**src/rtl/klcs_pkg.sv**
```systemverilog
// Shared types, codes and constants for the keyboard LED command sender.
package klcs_pkg;

    // Field widths
    localparam int unsigned ActionW  = 2;
    localparam int unsigned MaskW    = 3;
    localparam int unsigned ByteW    = 8;
    localparam int unsigned StatusW  = 2;
    localparam int unsigned RetryW   = 3;
    localparam int unsigned TimeoutW = 16;
    localparam int unsigned PaddrW   = 3;
    localparam int unsigned PdataW   = 32;

    // Action codes of an input word
    localparam logic [ActionW-1:0] ACT_START = 2'd0;
    localparam logic [ActionW-1:0] ACT_REPLY = 2'd1;
    localparam logic [ActionW-1:0] ACT_TICK  = 2'd2;

    // Keyboard protocol bytes
    localparam logic [ByteW-1:0] CMD_SET_LEDS = 8'hED;
    localparam logic [ByteW-1:0] REPLY_ACK    = 8'hFA;
    localparam logic [ByteW-1:0] REPLY_RESEND = 8'hFE;

    // Completion status codes
    localparam logic [StatusW-1:0] ST_OK      = 2'd0;
    localparam logic [StatusW-1:0] ST_TIMEOUT = 2'd1;
    localparam logic [StatusW-1:0] ST_RETRIES = 2'd2;

    // Register indexes (word address bit)
    localparam logic REG_RETRY_LIMIT   = 1'b0;
    localparam logic REG_REPLY_TIMEOUT = 1'b1;

    // Register reset values
    localparam logic [RetryW-1:0]   RETRY_LIMIT_RST   = 3'd3;
    localparam logic [TimeoutW-1:0] REPLY_TIMEOUT_RST = 16'd60000;

    // Exchange phase, one-hot
    typedef enum logic [2:0] {
        PH_IDLE      = 3'b001,
        PH_WAIT_CMD  = 3'b010,
        PH_WAIT_MASK = 3'b100
    } t_phase;

    // Configuration seen by the controller
    typedef struct packed {
        logic [RetryW-1:0]   retry_limit;
        logic [TimeoutW-1:0] reply_timeout;
    } t_cfg;

    // One result word
    typedef struct packed {
        logic               write_valid;
        logic [ByteW-1:0]   write_byte;
        logic               done_res;
        logic [StatusW-1:0] status;
    } t_result;

endpackage

```
**src/rtl/klcs_if.sv**
```systemverilog
// Stream interfaces for input words and result words.
interface klcs_in_if;
    logic                          valid;
    logic                          ready;
    logic [klcs_pkg::ActionW-1:0]  action;
    logic [klcs_pkg::MaskW-1:0]    led_mask;
    logic [klcs_pkg::ByteW-1:0]    reply_byte;

    modport source (output valid, action, led_mask, reply_byte, input ready);
    modport sink   (input valid, action, led_mask, reply_byte, output ready);
endinterface

interface klcs_out_if;
    logic                          valid;
    logic                          ready;
    logic                          write_valid;
    logic [klcs_pkg::ByteW-1:0]    write_byte;
    logic                          done_res;
    logic [klcs_pkg::StatusW-1:0]  status;

    modport source (output valid, write_valid, write_byte, done_res, status, input ready);
    modport sink   (input valid, write_valid, write_byte, done_res, status, output ready);
endinterface

```
**src/rtl/klcs_apb_regs.sv**
```systemverilog
// APB configuration registers: retry limit and reply timeout.
module klcs_apb_regs (
    input  logic                          i_clk,
    input  logic                          i_rst_n,
    input  logic                          psel,
    input  logic                          penable,
    input  logic                          pwrite,
    input  logic [klcs_pkg::PaddrW-1:0]   paddr,
    input  logic [klcs_pkg::PdataW-1:0]   pwdata,
    output logic [klcs_pkg::PdataW-1:0]   prdata,
    output logic                          pready,
    output klcs_pkg::t_cfg                o_cfg
);
    import klcs_pkg::*;

    logic [RetryW-1:0]   r_retry_limit;
    logic [TimeoutW-1:0] r_reply_timeout;
    logic                w_wr;
    logic                w_idx;

    assign pready = 1'b1;
    assign w_wr   = psel && penable && pwrite;
    assign w_idx  = paddr[2];

    // Write registers on the access cycle
    always_ff @(posedge i_clk) begin
        if (!i_rst_n) begin
            r_retry_limit   <= RETRY_LIMIT_RST;
            r_reply_timeout <= REPLY_TIMEOUT_RST;
        end else if (w_wr) begin
            if (w_idx == REG_RETRY_LIMIT) begin
                r_retry_limit <= pwdata[RetryW-1:0];
            end else begin
                r_reply_timeout <= pwdata[TimeoutW-1:0];
            end
        end
    end

    // Return the addressed register
    always_comb begin
        if (w_idx == REG_RETRY_LIMIT) begin
            prdata = {{(PdataW-RetryW){1'b0}}, r_retry_limit};
        end else begin
            prdata = {{(PdataW-TimeoutW){1'b0}}, r_reply_timeout};
        end
    end

    assign o_cfg.retry_limit   = r_retry_limit;
    assign o_cfg.reply_timeout = r_reply_timeout;

endmodule

```
**src/rtl/klcs_ctrl.sv**
```systemverilog
// Exchange controller: phase, attempt and timeout state, result word per input word.
module klcs_ctrl (
    input  logic                          i_clk,
    input  logic                          i_rst_n,
    input  logic                          i_accept,
    input  logic [klcs_pkg::ActionW-1:0]  i_action,
    input  logic [klcs_pkg::MaskW-1:0]    i_led_mask,
    input  logic [klcs_pkg::ByteW-1:0]    i_reply_byte,
    input  klcs_pkg::t_cfg                i_cfg,
    output klcs_pkg::t_result             o_result,
    output logic                          o_busy
);
    import klcs_pkg::*;

    t_phase              r_phase,   n_phase;
    logic [RetryW-1:0]   r_attempt, n_attempt;
    logic [TimeoutW-1:0] r_wait,    n_wait;
    logic [MaskW-1:0]    r_mask,    n_mask;
    logic [ByteW-1:0]    w_cur_byte;
    logic                w_busy;

    assign w_busy     = (r_phase != PH_IDLE);
    assign o_busy     = w_busy;
    assign w_cur_byte = (r_phase == PH_WAIT_CMD) ? CMD_SET_LEDS
                                                 : {{(ByteW-MaskW){1'b0}}, r_mask};

    // Next state and result for the accepted word
    always_comb begin
        n_phase   = r_phase;
        n_attempt = r_attempt;
        n_wait    = r_wait;
        n_mask    = r_mask;
        o_result  = '0;
        if (i_accept) begin
            unique case (i_action)
                ACT_START: begin
                    if (!w_busy) begin
                        n_mask               = i_led_mask;
                        n_phase              = PH_WAIT_CMD;
                        n_attempt            = RetryW'(1);
                        n_wait               = i_cfg.reply_timeout;
                        o_result.write_valid = 1'b1;
                        o_result.write_byte  = CMD_SET_LEDS;
                    end
                end
                ACT_REPLY: begin
                    if (w_busy) begin
                        if (i_reply_byte == REPLY_ACK) begin
                            if (r_phase == PH_WAIT_CMD) begin
                                n_phase              = PH_WAIT_MASK;
                                n_attempt            = RetryW'(1);
                                n_wait               = i_cfg.reply_timeout;
                                o_result.write_valid = 1'b1;
                                o_result.write_byte  = {{(ByteW-MaskW){1'b0}}, r_mask};
                            end else begin
                                n_phase           = PH_IDLE;
                                n_attempt         = '0;
                                n_wait            = '0;
                                o_result.done_res = 1'b1;
                                o_result.status   = ST_OK;
                            end
                        end else if (i_reply_byte == REPLY_RESEND) begin
                            if (r_attempt < i_cfg.retry_limit) begin
                                n_attempt            = r_attempt + RetryW'(1);
                                n_wait               = i_cfg.reply_timeout;
                                o_result.write_valid = 1'b1;
                                o_result.write_byte  = w_cur_byte;
                            end else begin
                                n_phase           = PH_IDLE;
                                n_attempt         = '0;
                                n_wait            = '0;
                                o_result.done_res = 1'b1;
                                o_result.status   = ST_RETRIES;
                            end
                        end
                    end
                end
                ACT_TICK: begin
                    if (w_busy) begin
                        if (r_wait <= TimeoutW'(1)) begin
                            n_phase           = PH_IDLE;
                            n_attempt         = '0;
                            n_wait            = '0;
                            o_result.done_res = 1'b1;
                            o_result.status   = ST_TIMEOUT;
                        end else begin
                            n_wait = r_wait - TimeoutW'(1);
                        end
                    end
                end
                default: begin
                    // unused action: no state change, empty result
                end
            endcase
        end
    end

    // Hold exchange state
    always_ff @(posedge i_clk) begin
        if (!i_rst_n) begin
            r_phase   <= PH_IDLE;
            r_attempt <= '0;
            r_wait    <= '0;
            r_mask    <= '0;
        end else begin
            r_phase   <= n_phase;
            r_attempt <= n_attempt;
            r_wait    <= n_wait;
            r_mask    <= n_mask;
        end
    end

endmodule

```
**src/rtl/klcs_out_reg.sv**
```systemverilog
// Result register between the controller and the output channel.
module klcs_out_reg (
    input  logic               i_clk,
    input  logic               i_rst_n,
    input  logic               i_load,
    input  klcs_pkg::t_result  i_result,
    input  logic               i_out_ready,
    output logic               o_out_valid,
    output klcs_pkg::t_result  o_result,
    output logic               o_free
);
    import klcs_pkg::*;

    logic    r_valid;
    t_result r_result;

    // Free when empty or when the held word leaves this cycle
    assign o_free      = !r_valid || i_out_ready;
    assign o_out_valid = r_valid;
    assign o_result    = r_result;

    // Track occupancy
    always_ff @(posedge i_clk) begin
        if (!i_rst_n) begin
            r_valid <= 1'b0;
        end else if (i_load) begin
            r_valid <= 1'b1;
        end else if (i_out_ready) begin
            r_valid <= 1'b0;
        end
    end

    // Capture the result word
    always_ff @(posedge i_clk) begin
        if (i_load) begin
            r_result <= i_result;
        end
    end

endmodule

```
**src/rtl/keyboard_led_command_sender.sv**
```systemverilog
// Top level of the keyboard set-LEDs command sender.
//
//  channel  | dir | handshake     | payload
//  ---------+-----+---------------+---------------------------------------------
//  i_cmd    | in  | valid/ready   | action, led_mask, reply_byte
//  o_res    | out | valid/ready   | write_valid, write_byte, done_res, status
//  apb      | in  | psel/penable  | paddr 0 retry_limit, paddr 4 reply_timeout
//
//  One word per cycle: each accepted word updates the exchange state and loads
//  one result word into the result register in the same cycle.
//  The input is ready whenever the result register is empty or being drained,
//  so a stalled output holds one word and stops input after that.
//  Reset (synchronous, active low) returns to idle and restores register defaults.
module keyboard_led_command_sender (
    input  logic                          i_clk,
    input  logic                          i_rst_n,
    klcs_in_if.sink                       i_cmd,
    klcs_out_if.source                    o_res,
    input  logic                          psel,
    input  logic                          penable,
    input  logic                          pwrite,
    input  logic [klcs_pkg::PaddrW-1:0]   paddr,
    input  logic [klcs_pkg::PdataW-1:0]   pwdata,
    output logic [klcs_pkg::PdataW-1:0]   prdata,
    output logic                          pready
);
    import klcs_pkg::*;

    t_cfg    w_cfg;
    t_result w_next_result;
    t_result w_out_result;
    logic    w_free;
    logic    w_accept;
    logic    w_busy;

    assign i_cmd.ready = w_free;
    assign w_accept    = i_cmd.valid && w_free;

    klcs_apb_regs u_regs (
        .i_clk   (i_clk),
        .i_rst_n (i_rst_n),
        .psel    (psel),
        .penable (penable),
        .pwrite  (pwrite),
        .paddr   (paddr),
        .pwdata  (pwdata),
        .prdata  (prdata),
        .pready  (pready),
        .o_cfg   (w_cfg)
    );

    klcs_ctrl u_ctrl (
        .i_clk        (i_clk),
        .i_rst_n      (i_rst_n),
        .i_accept     (w_accept),
        .i_action     (i_cmd.action),
        .i_led_mask   (i_cmd.led_mask),
        .i_reply_byte (i_cmd.reply_byte),
        .i_cfg        (w_cfg),
        .o_result     (w_next_result),
        .o_busy       (w_busy)
    );

    klcs_out_reg u_out (
        .i_clk       (i_clk),
        .i_rst_n     (i_rst_n),
        .i_load      (w_accept),
        .i_result    (w_next_result),
        .i_out_ready (o_res.ready),
        .o_out_valid (o_res.valid),
        .o_result    (w_out_result),
        .o_free      (w_free)
    );

    // Drive the output word
    assign o_res.write_valid = w_out_result.write_valid;
    assign o_res.write_byte  = w_out_result.write_byte;
    assign o_res.done_res    = w_out_result.done_res;
    assign o_res.status      = w_out_result.status;

    // A result never both writes a byte and finishes
    a_write_xor_done: assert property (@(posedge i_clk) disable iff (!i_rst_n)
        o_res.valid |-> !(o_res.write_valid && o_res.done_res))
        else $error("result both writes and finishes");

    // Status is only nonzero on completion
    a_status_on_done: assert property (@(posedge i_clk) disable iff (!i_rst_n)
        (o_res.valid && !o_res.done_res) |-> (o_res.status == ST_OK))
        else $error("status set without completion");

    // A start taken while idle sends the set-LEDs command next
    a_start_sends_cmd: assert property (@(posedge i_clk) disable iff (!i_rst_n)
        (w_accept && !w_busy && (i_cmd.action == ACT_START))
        |=> (o_res.valid && o_res.write_valid && (o_res.write_byte == CMD_SET_LEDS)))
        else $error("start from idle did not send command");

    // Completion always returns the controller to idle
    a_done_goes_idle: assert property (@(posedge i_clk) disable iff (!i_rst_n)
        (w_accept && w_next_result.done_res) |=> !w_busy)
        else $error("controller busy after completion");

endmodule
```
**src/flat_wrapper.sv**
```systemverilog
// flat-port wrapper written by rule: the top's interface ports become plain ports
module keyboard_led_command_sender_flat import klcs_pkg::*;
  (i_clk, i_rst_n, psel, penable, pwrite, paddr, pwdata, prdata, pready, i_cmd_valid, i_cmd_action, i_cmd_led_mask, i_cmd_reply_byte, i_cmd_ready, o_res_valid, o_res_write_valid, o_res_write_byte, o_res_done_res, o_res_status, o_res_ready);
  klcs_in_if i_cmd_i ();
  klcs_out_if o_res_i ();
  input  logic i_clk;
  input  logic i_rst_n;
  input  logic psel;
  input  logic penable;
  input  logic pwrite;
  input  logic [klcs_pkg::PaddrW-1:0] paddr;
  input  logic [klcs_pkg::PdataW-1:0] pwdata;
  output logic [klcs_pkg::PdataW-1:0] prdata;
  output logic pready;
  input wire logic [$bits(i_cmd_i.valid)-1:0] i_cmd_valid;
  input wire logic [$bits(i_cmd_i.action)-1:0] i_cmd_action;
  input wire logic [$bits(i_cmd_i.led_mask)-1:0] i_cmd_led_mask;
  input wire logic [$bits(i_cmd_i.reply_byte)-1:0] i_cmd_reply_byte;
  output wire logic [$bits(i_cmd_i.ready)-1:0] i_cmd_ready;
  output wire logic [$bits(o_res_i.valid)-1:0] o_res_valid;
  output wire logic [$bits(o_res_i.write_valid)-1:0] o_res_write_valid;
  output wire logic [$bits(o_res_i.write_byte)-1:0] o_res_write_byte;
  output wire logic [$bits(o_res_i.done_res)-1:0] o_res_done_res;
  output wire logic [$bits(o_res_i.status)-1:0] o_res_status;
  input wire logic [$bits(o_res_i.ready)-1:0] o_res_ready;
  assign i_cmd_i.valid = i_cmd_valid;
  assign i_cmd_i.action = i_cmd_action;
  assign i_cmd_i.led_mask = i_cmd_led_mask;
  assign i_cmd_i.reply_byte = i_cmd_reply_byte;
  assign i_cmd_ready = i_cmd_i.ready;
  assign o_res_valid = o_res_i.valid;
  assign o_res_write_valid = o_res_i.write_valid;
  assign o_res_write_byte = o_res_i.write_byte;
  assign o_res_done_res = o_res_i.done_res;
  assign o_res_status = o_res_i.status;
  assign o_res_i.ready = o_res_ready;
  keyboard_led_command_sender u_core (.i_clk(i_clk), .i_rst_n(i_rst_n), .i_cmd(i_cmd_i), .o_res(o_res_i), .psel(psel), .penable(penable), .pwrite(pwrite), .paddr(paddr), .pwdata(pwdata), .prdata(prdata), .pready(pready));
endmodule
```
**config.mk**
```make
export PLATFORM = sky130hd
export DESIGN_NAME = keyboard_led_command_sender_flat
export DESIGN_NICKNAME = d
export VERILOG_FILES = /design/src/rtl/klcs_pkg.sv /design/src/rtl/klcs_if.sv /design/src/rtl/klcs_apb_regs.sv /design/src/rtl/klcs_ctrl.sv /design/src/rtl/klcs_out_reg.sv /design/src/rtl/keyboard_led_command_sender.sv /design/src/flat_wrapper.sv
export SDC_FILE = /design/constraint.sdc
export NUM_CORES = 1
export LEC_CHECK = 0
export BUFFER_PORTS_ARGS = -buffer_cell sky130_fd_sc_hd__buf_2
export CORE_UTILIZATION = 47
export CTS_BUF_LIST = sky130_fd_sc_hd__clkbuf_8
export CTS_CLUSTER_SIZE = 25
export DETAILED_ROUTE_END_ITERATION = 6
export HOLD_SLACK_MARGIN = 0.03
export PLACE_DENSITY_LB_ADDON = 0.08
export SLEW_MARGIN = 20
export SYNTH_ARGS = -nofsm -noshare
export SYNTH_HDL_FRONTEND = slang
export SYNTH_SLANG_ARGS = --single-unit
```
**constraint.sdc**
```tcl
create_clock -name i_clk -period 5.9 [get_ports i_clk]
set_input_delay 0.59 -clock i_clk [delete_from_list [all_inputs] [get_ports i_clk]]
set_output_delay 0.59 -clock i_clk [all_outputs]
set_load 0.1 [all_outputs]
```
======== Word-level counts from Yosys, hierarchy flattened ========
Index checks and enable logic that the tools add are counted.
storage, ports and cells
  register bits ........................... 57
  output and inout port bits .............. 47
  word-level logic and storage cells ...... 86
cells by class
  $add $sub $neg .......................... 2
  magnitude comparators ................... 2
  eq/ne operators ......................... 12
  muxes and demuxes ....................... 43
  bitwise logic cells ..................... 2
  reduce and logical (&&, ||, !) cells .... 14
operators with widths
  kind                                                                      count
  16-bit two-way mux                                                        9
  3-bit two-way mux                                                         19
  16-bit case mux with 3 select lines                                       1
  12-bit two-way mux                                                        3
  9-bit two-way mux                                                         3
  3-bit case mux with 3 select lines                                        2
  9-bit case mux with 2 select lines                                        1
  8-bit == test (second input constant)                                     2
  16-bit by 1-bit <= comparator with 1-bit output (second input constant)   1
  16-bit by 1-bit subtractor with 16-bit output (second input constant)     1
  8-bit two-way mux                                                         1
  2-bit inequality test (second input constant)                             4
  8-bit AND reduction                                                       1
  7-bit AND reduction                                                       1
  3-bit inequality test (second input constant)                             2
  3-bit case mux with 2 select lines                                        1
  6-bit AND reduction                                                       1
  2-bit AND reduction                                                       2
  3-bit by 1-bit adder with 3-bit output (second input constant)            1
  3-bit by 2-bit == test with 1-bit output (second input constant)          1
  1-bit logical AND                                                         3
  3-bit less-than comparator                                                1
  1-bit two-way mux                                                         3
  3-bit by 1-bit inequality test with 1-bit output (second input constant)  1
  other kinds (9)                                                           10

======== Logic depth before layout (Yosys ltp) ========
  depth after elaboration ................. 7
  gate-level depth with buffers ........... 10
  depth with buffers taken out ............ 7

======== Modules after synthesis ========
From an unflattened synthesis, not the netlist that was laid out.
second synthesis, totals
  cells, all modules ...................... 359
  area total of the unflattened synthesis .. 3,299.4 µm²
modules (own cells, without submodules)
  module                       times used  cells an instance  area an instance (µm²)
  klcs_ctrl                    1           221                1,776.7
  klcs_apb_regs                1           121                1,107.3
  klcs_out_reg                 1           16                 409.1
  keyboard_led_command_sender  1           1                  6.3

======== Least setup slack after synthesis ========
No wires, ideal clock.
  kind .................................... input port to output port
  from .................................... in paddr[2] (netlist name)
  to ...................................... out prdata[1] (netlist name)
  arrival time ............................ 3,033 ps
  required time ........................... 5,310 ps
  slack ................................... 2,277 ps
  stages .................................. 3
  path through ............................ clkbuf_1 > clkbuf_1 > o21ai_0
on the way
  cells in the longest elaborated chain, start to end .. 1
ends and longest elaborated chain
  what                line                 source
  from (decl)         flat_wrapper.sv:11   input logic [klcs_pkg::PaddrW-1:0] paddr;
  16-bit two-way mux  klcs_apb_regs.sv:41  if (w_idx == REG_RETRY_LIMIT) begin
  to (decl)           flat_wrapper.sv:13   output logic [klcs_pkg::PdataW-1:0] prdata;
No other way between the ends.

======== Worst setup path in the final report ========
  from .................................... reg u_core.u_ctrl.r_wait[5]
  to ...................................... reg u_core.u_ctrl.r_wait[9]
on the way
  cells in the longest elaborated chain, start to end .. 4
ends and longest elaborated chain
  what                                                                                                              line                              source
  from (decl)                                                                                                       klcs_ctrl.sv:17                   logic [TimeoutW-1:0] r_wait, n_wait;
  from (signal assigned)                                                                                            klcs_ctrl.sv:108                  r_wait <= n_wait;
  16-bit by 1-bit subtractor with 16-bit output or 16-bit by 1-bit <= comparator with 1-bit output (tied branches)  klcs_ctrl.sv:87, klcs_ctrl.sv:80
  16-bit two-way mux (*)                                                                                            klcs_ctrl.sv:80                   if (r_wait <= TimeoutW'(1)) begin
  16-bit two-way mux (*)                                                                                            klcs_ctrl.sv:79                   if (w_busy) begin
  16-bit case mux with 3 select lines (*)                                                                           klcs_ctrl.sv:35                   unique case (i_action)
Every way passes the cells marked *; elsewhere a longest branch is shown, timed or not. The select of a mux whose other input is x is not followed.
A chain may end at the register's enable or synchronous reset.

==> summary.md <==
| Metric | Value |
|---|---|
| Num CTS Buffers | 5 |
| Endpoint class of the critical path | flop |
| Most frequent cells after synthesis | 59 x sky130_fd_sc_hd__nand2_1, 45 x sky130_fd_sc_hd__dfxtp_1, 21 x sky130_fd_sc_hd__buf_4 |
| # resized after CTS | 0 |
| Critical path required time | around 6100 ps |
| PortBufs | 65 |
| Area of the die | 6750 um^2 |
| HP Start | pwdata[14] |
| Setup Viol. Count Final | 0 |
| Final GP Congestion | approximately 0.89 |
| Worst hold stages | 3 |
| Period utilisation layout | 0.456 |
| Worst r2r src | u_core.u_ctrl.r_wait[5]$_SDFFE_PN0P_ |
| Met2 track demand over resource | 0.319 |
| Arrival time at the worst endpoint | roughly 2900 ps |
| Hold Path Class | input pin to flop |
| Count of max-cap constraint violations | 0 |
| Number of hold buffers added after CTS | 0 |
| CTS clock-pin slew for the worst setup and hold paths | about 110 ps |
| Busiest layer in global routing | met1 |
| Hold endpoint | u_core.u_regs.r_reply_timeout[14]$_SDFFE_PN1P_ |
| Start point of the critical path | u_core.u_ctrl.r_wait[5]$_SDFFE_PN0P_ |
| Async set-or-reset flop fraction in the synthesized netlist | 0 |
| Final routed wire length divided by cell count | roughly 15 um |
| Layout area overhead | 12.3% |
| Peak clock frequency supported by timing | roughly 0.37 GHz |
| Met1 track utilization from global routing | 0.349 |
| Critical path launch point type | flop |
| Max Buffers Root-to-Sink | 2 |
| Post-Synthesis Mean Instance Area | around 8.4 um^2 |
| Post-detailed-route DRC marker count | 0 |
| Crit Reg-Reg Endpoint | u_core.u_ctrl.r_wait[9]$_SDFFE_PN0P_ |
| I/O Pins | between 100 and 150 |
| Post-synth EDFFs | 8 |
| X dimension of the die | approximately 82 um |
| Antenna Nets Post-Route | 0 |
| GR Layer Usage met3 | 0.0440 |
| Count of cells along the worst register-to-register path | 5 |
| Max Slew Vio Count | 0 |
| Minimum clock period after layout | 2690 ps |
| Post-layout net count | between 400 and 500 |
| Flop2flop setup slack | about 3200 ps |
| Outcome | completed |
| Antenna cells | 0 |
| Distinct cell type count after synthesis | between 60 and 70 |
| Pre-Repair DR Iteration Count | 5 |
| Combined area of all synthesized cells | roughly 3000 um^2 |
| Initial Utilization | 0.498 |
| Synthesized instance count | approximately 360 |
| Vertical extent of the die | about 80 um |
| #FFs+latches synth | 53 |
| Ranking of synthesized cells by area | sky130_fd_sc_hd__dfxtp_1 30%, sky130_fd_sc_hd__edfxtp_1 8.0%, sky130_fd_sc_hd__nand2_1 7.3% |
| Global-route usage over all layers | 0.226 |
| CTS Sinks | 53 |
| Yosys top cell by area | sky130_fd_sc_hd__dfxtp_1 |
| Setup Total Neg Slack | 0 ps |
| Core Area | between 6000 and 7000 um^2 |
| Leading register cell type out of synthesis | sky130_fd_sc_hd__dfxtp_1 |
| Root buffer cell | sky130_fd_sc_hd__clkbuf_8 |
| Drt initial violations | roughly 270 |
| Number of global-route vias before repair | between 2k and 2.5k |
| RSZ-0062 raised after global routing | no |
| Worst VDD drop | 162 uV |
| Post-DR vias/cell | ~5.7 |
| Tightest hold margin | about 470 ps |
| CTS HTree Levels | 2 |
| Share of the core filled with cells in the final layout | 0.559 |
| Slew headroom | 0.477 |
| Final Hold Viols | 0 |
| Global-route wire length before repair | ~12000 um |
| CTS tree | done |
| Total power divided by cell area | 282 nW/um^2 |
| Site Rows | 28 |
| Clock Skews | about 6.3 ps |
| Share of post-route cells with drive strength above 1 | 0.215 |
| Most frequent cell after synthesis | sky130_fd_sc_hd__nand2_1 |
| Number of buffers added for setup after CTS | 0 |
| Highest net fanout along the worst path | 18 |
| Area share of the largest cell type after synthesis | 0.298 |
| Overall via count from detail_route | about 2.8k |
| Yosys Warn Count | 0 |
| DP HPWL | ~5200 um |
| Maximum number of pins on one net before global-route repair | 30 |
| Gr ovfl total | 0 |
| Initial antenna violation count | 0 |
| Seq/Total Area, Yosys | 0.378 |
| Actual transition at the worst max-transition pin | between 700 and 800 ps |
| Total detailed-routing wirelength | 7100 um |
| Setup Crit Path Kind | flop to flop |
| Skew-Pair Late Insertion Delay | 310 ps |
| Leakage power total | between 1.5 and 2 nW |
## power breakdown
part / internal [mW] / switching, mW / total (mW) / leakage, nW
Sequential: 0.382 / 0.0140 / 0.396 / 0.447
Combinational: 0.0712 / 0.227 / 0.298 / 1.00
Clock: 0.130 / 0.132 / 0.261 / 0.0591
## state kept, by name (all words and copies together) (netlist names)
register                       count
u_core.u_regs.r_retry_limit        3
u_core.u_ctrl.r_phase              3
u_core.u_out.o_out_valid           1
u_core.u_out.o_result              8
u_core.u_ctrl.r_wait              16
u_core.u_ctrl.r_mask               3
u_core.u_regs.r_reply_timeout     16
u_core.u_ctrl.r_attempt            3
## placed cells by master (no fill, tap or decap), types with 4 or more instances in the layout
cell type	n
sky130_fd_sc_hd__mux2i_1	6
sky130_fd_sc_hd__a32o_1	9
sky130_fd_sc_hd__nand2_1	59
sky130_fd_sc_hd__o22ai_1	6
sky130_fd_sc_hd__nor3_1	7
sky130_fd_sc_hd__a211oi_1	4
sky130_fd_sc_hd__dfxtp_1	45
sky130_fd_sc_hd__a32oi_1	6
sky130_fd_sc_hd__inv_1	12
sky130_fd_sc_hd__ha_1	9
sky130_fd_sc_hd__and4_1	4
sky130_fd_sc_hd__nand3_1	8
sky130_fd_sc_hd__nor4_1	7
sky130_fd_sc_hd__buf_2	65
sky130_fd_sc_hd__o21ai_0	16
sky130_fd_sc_hd__nor2_1	17
sky130_fd_sc_hd__clkbuf_8	5
sky130_fd_sc_hd__o21a_1	4
sky130_fd_sc_hd__conb_1	18
sky130_fd_sc_hd__a21oi_1	19
sky130_fd_sc_hd__edfxtp_1	8
sky130_fd_sc_hd__and2_1	17
## how the worst max path moves through the flow
stage | to | slack [ps] | depth (start not counted)
finish | u_core.u_ctrl.r_wait[9]$_SDFFE_PN0P_ | 3210 | 5
global route | u_core.u_ctrl.r_wait[8]$_SDFFE_PN0P_ | 3080 | 5
global placement | u_core.u_ctrl.r_wait[9]$_SDFFE_PN0P_ | 3260 | 5
detailed placement | u_core.u_ctrl.r_wait[8]$_SDFFE_PN0P_ | 3250 | 5
floorplan | prdata[1] | 2280 | 3
CTS | u_core.u_ctrl.r_wait[9]$_SDFFE_PN0P_ | 3220 | 5
## worst max-delay path, cell delays in order (launching register included)
cell and delay (ps):
sky130_fd_sc_hd__dfxtp_1 390, sky130_fd_sc_hd__or4_4 580, sky130_fd_sc_hd__or4_1 580, sky130_fd_sc_hd__o211a_1 490
sky130_fd_sc_hd__a32o_1 350, sky130_fd_sc_hd__a32o_1 200
## per-stage QoR
stage / worst slack (ps) / std cells / cell area (um^2) / total power [mW]
after floorplan: 2280 / 375 / 3080 / 0.657
final: 3210 / 484 / 3390 / 0.956
after CTS: 3220 / 484 / 3390 / 0.958
after global placement: 3260 / 476 / 3270 / 0.697
after detailed placement: 3250 / 476 / 3270 / 0.700
after global routing: 3080 / 484 / 3390 / 1.00
## logic make-up (layout without fill, tap and decap cells)
group,count (synthesis),in the layout,share of synthesized area
xor gates and xnor gates,1,1,0.00290
and+or+nand+nor,142,142,0.237
DFF,53,53,0.378
other,2,18,0.00249
AOI/OAI and AO/OA,91,91,0.220
muxes,7,7,0.0236
adders and majority gates,9,9,0.0373
buffers and inverters,54,88,0.0986
## area by class of cell
cell class	count	area (um^2)
Fill cell	587	2670
Multi-Input combinational cell	268	1650
Sequential cell	53	1140
Timing Repair Buffer	68	348
Tap cell	75	93.8
Clock buffer	5	68.8
Clock inverter	3	47.5
Inverter	12	45.0
## layer usage
metal  share of wire  vias up
li1                -     1369
met1            0.52     1262
met2            0.41      118
met3           0.065        4
met4          0.0052        0
met5               0        -
Note: power is estimated with default switching activity, not from simulation.
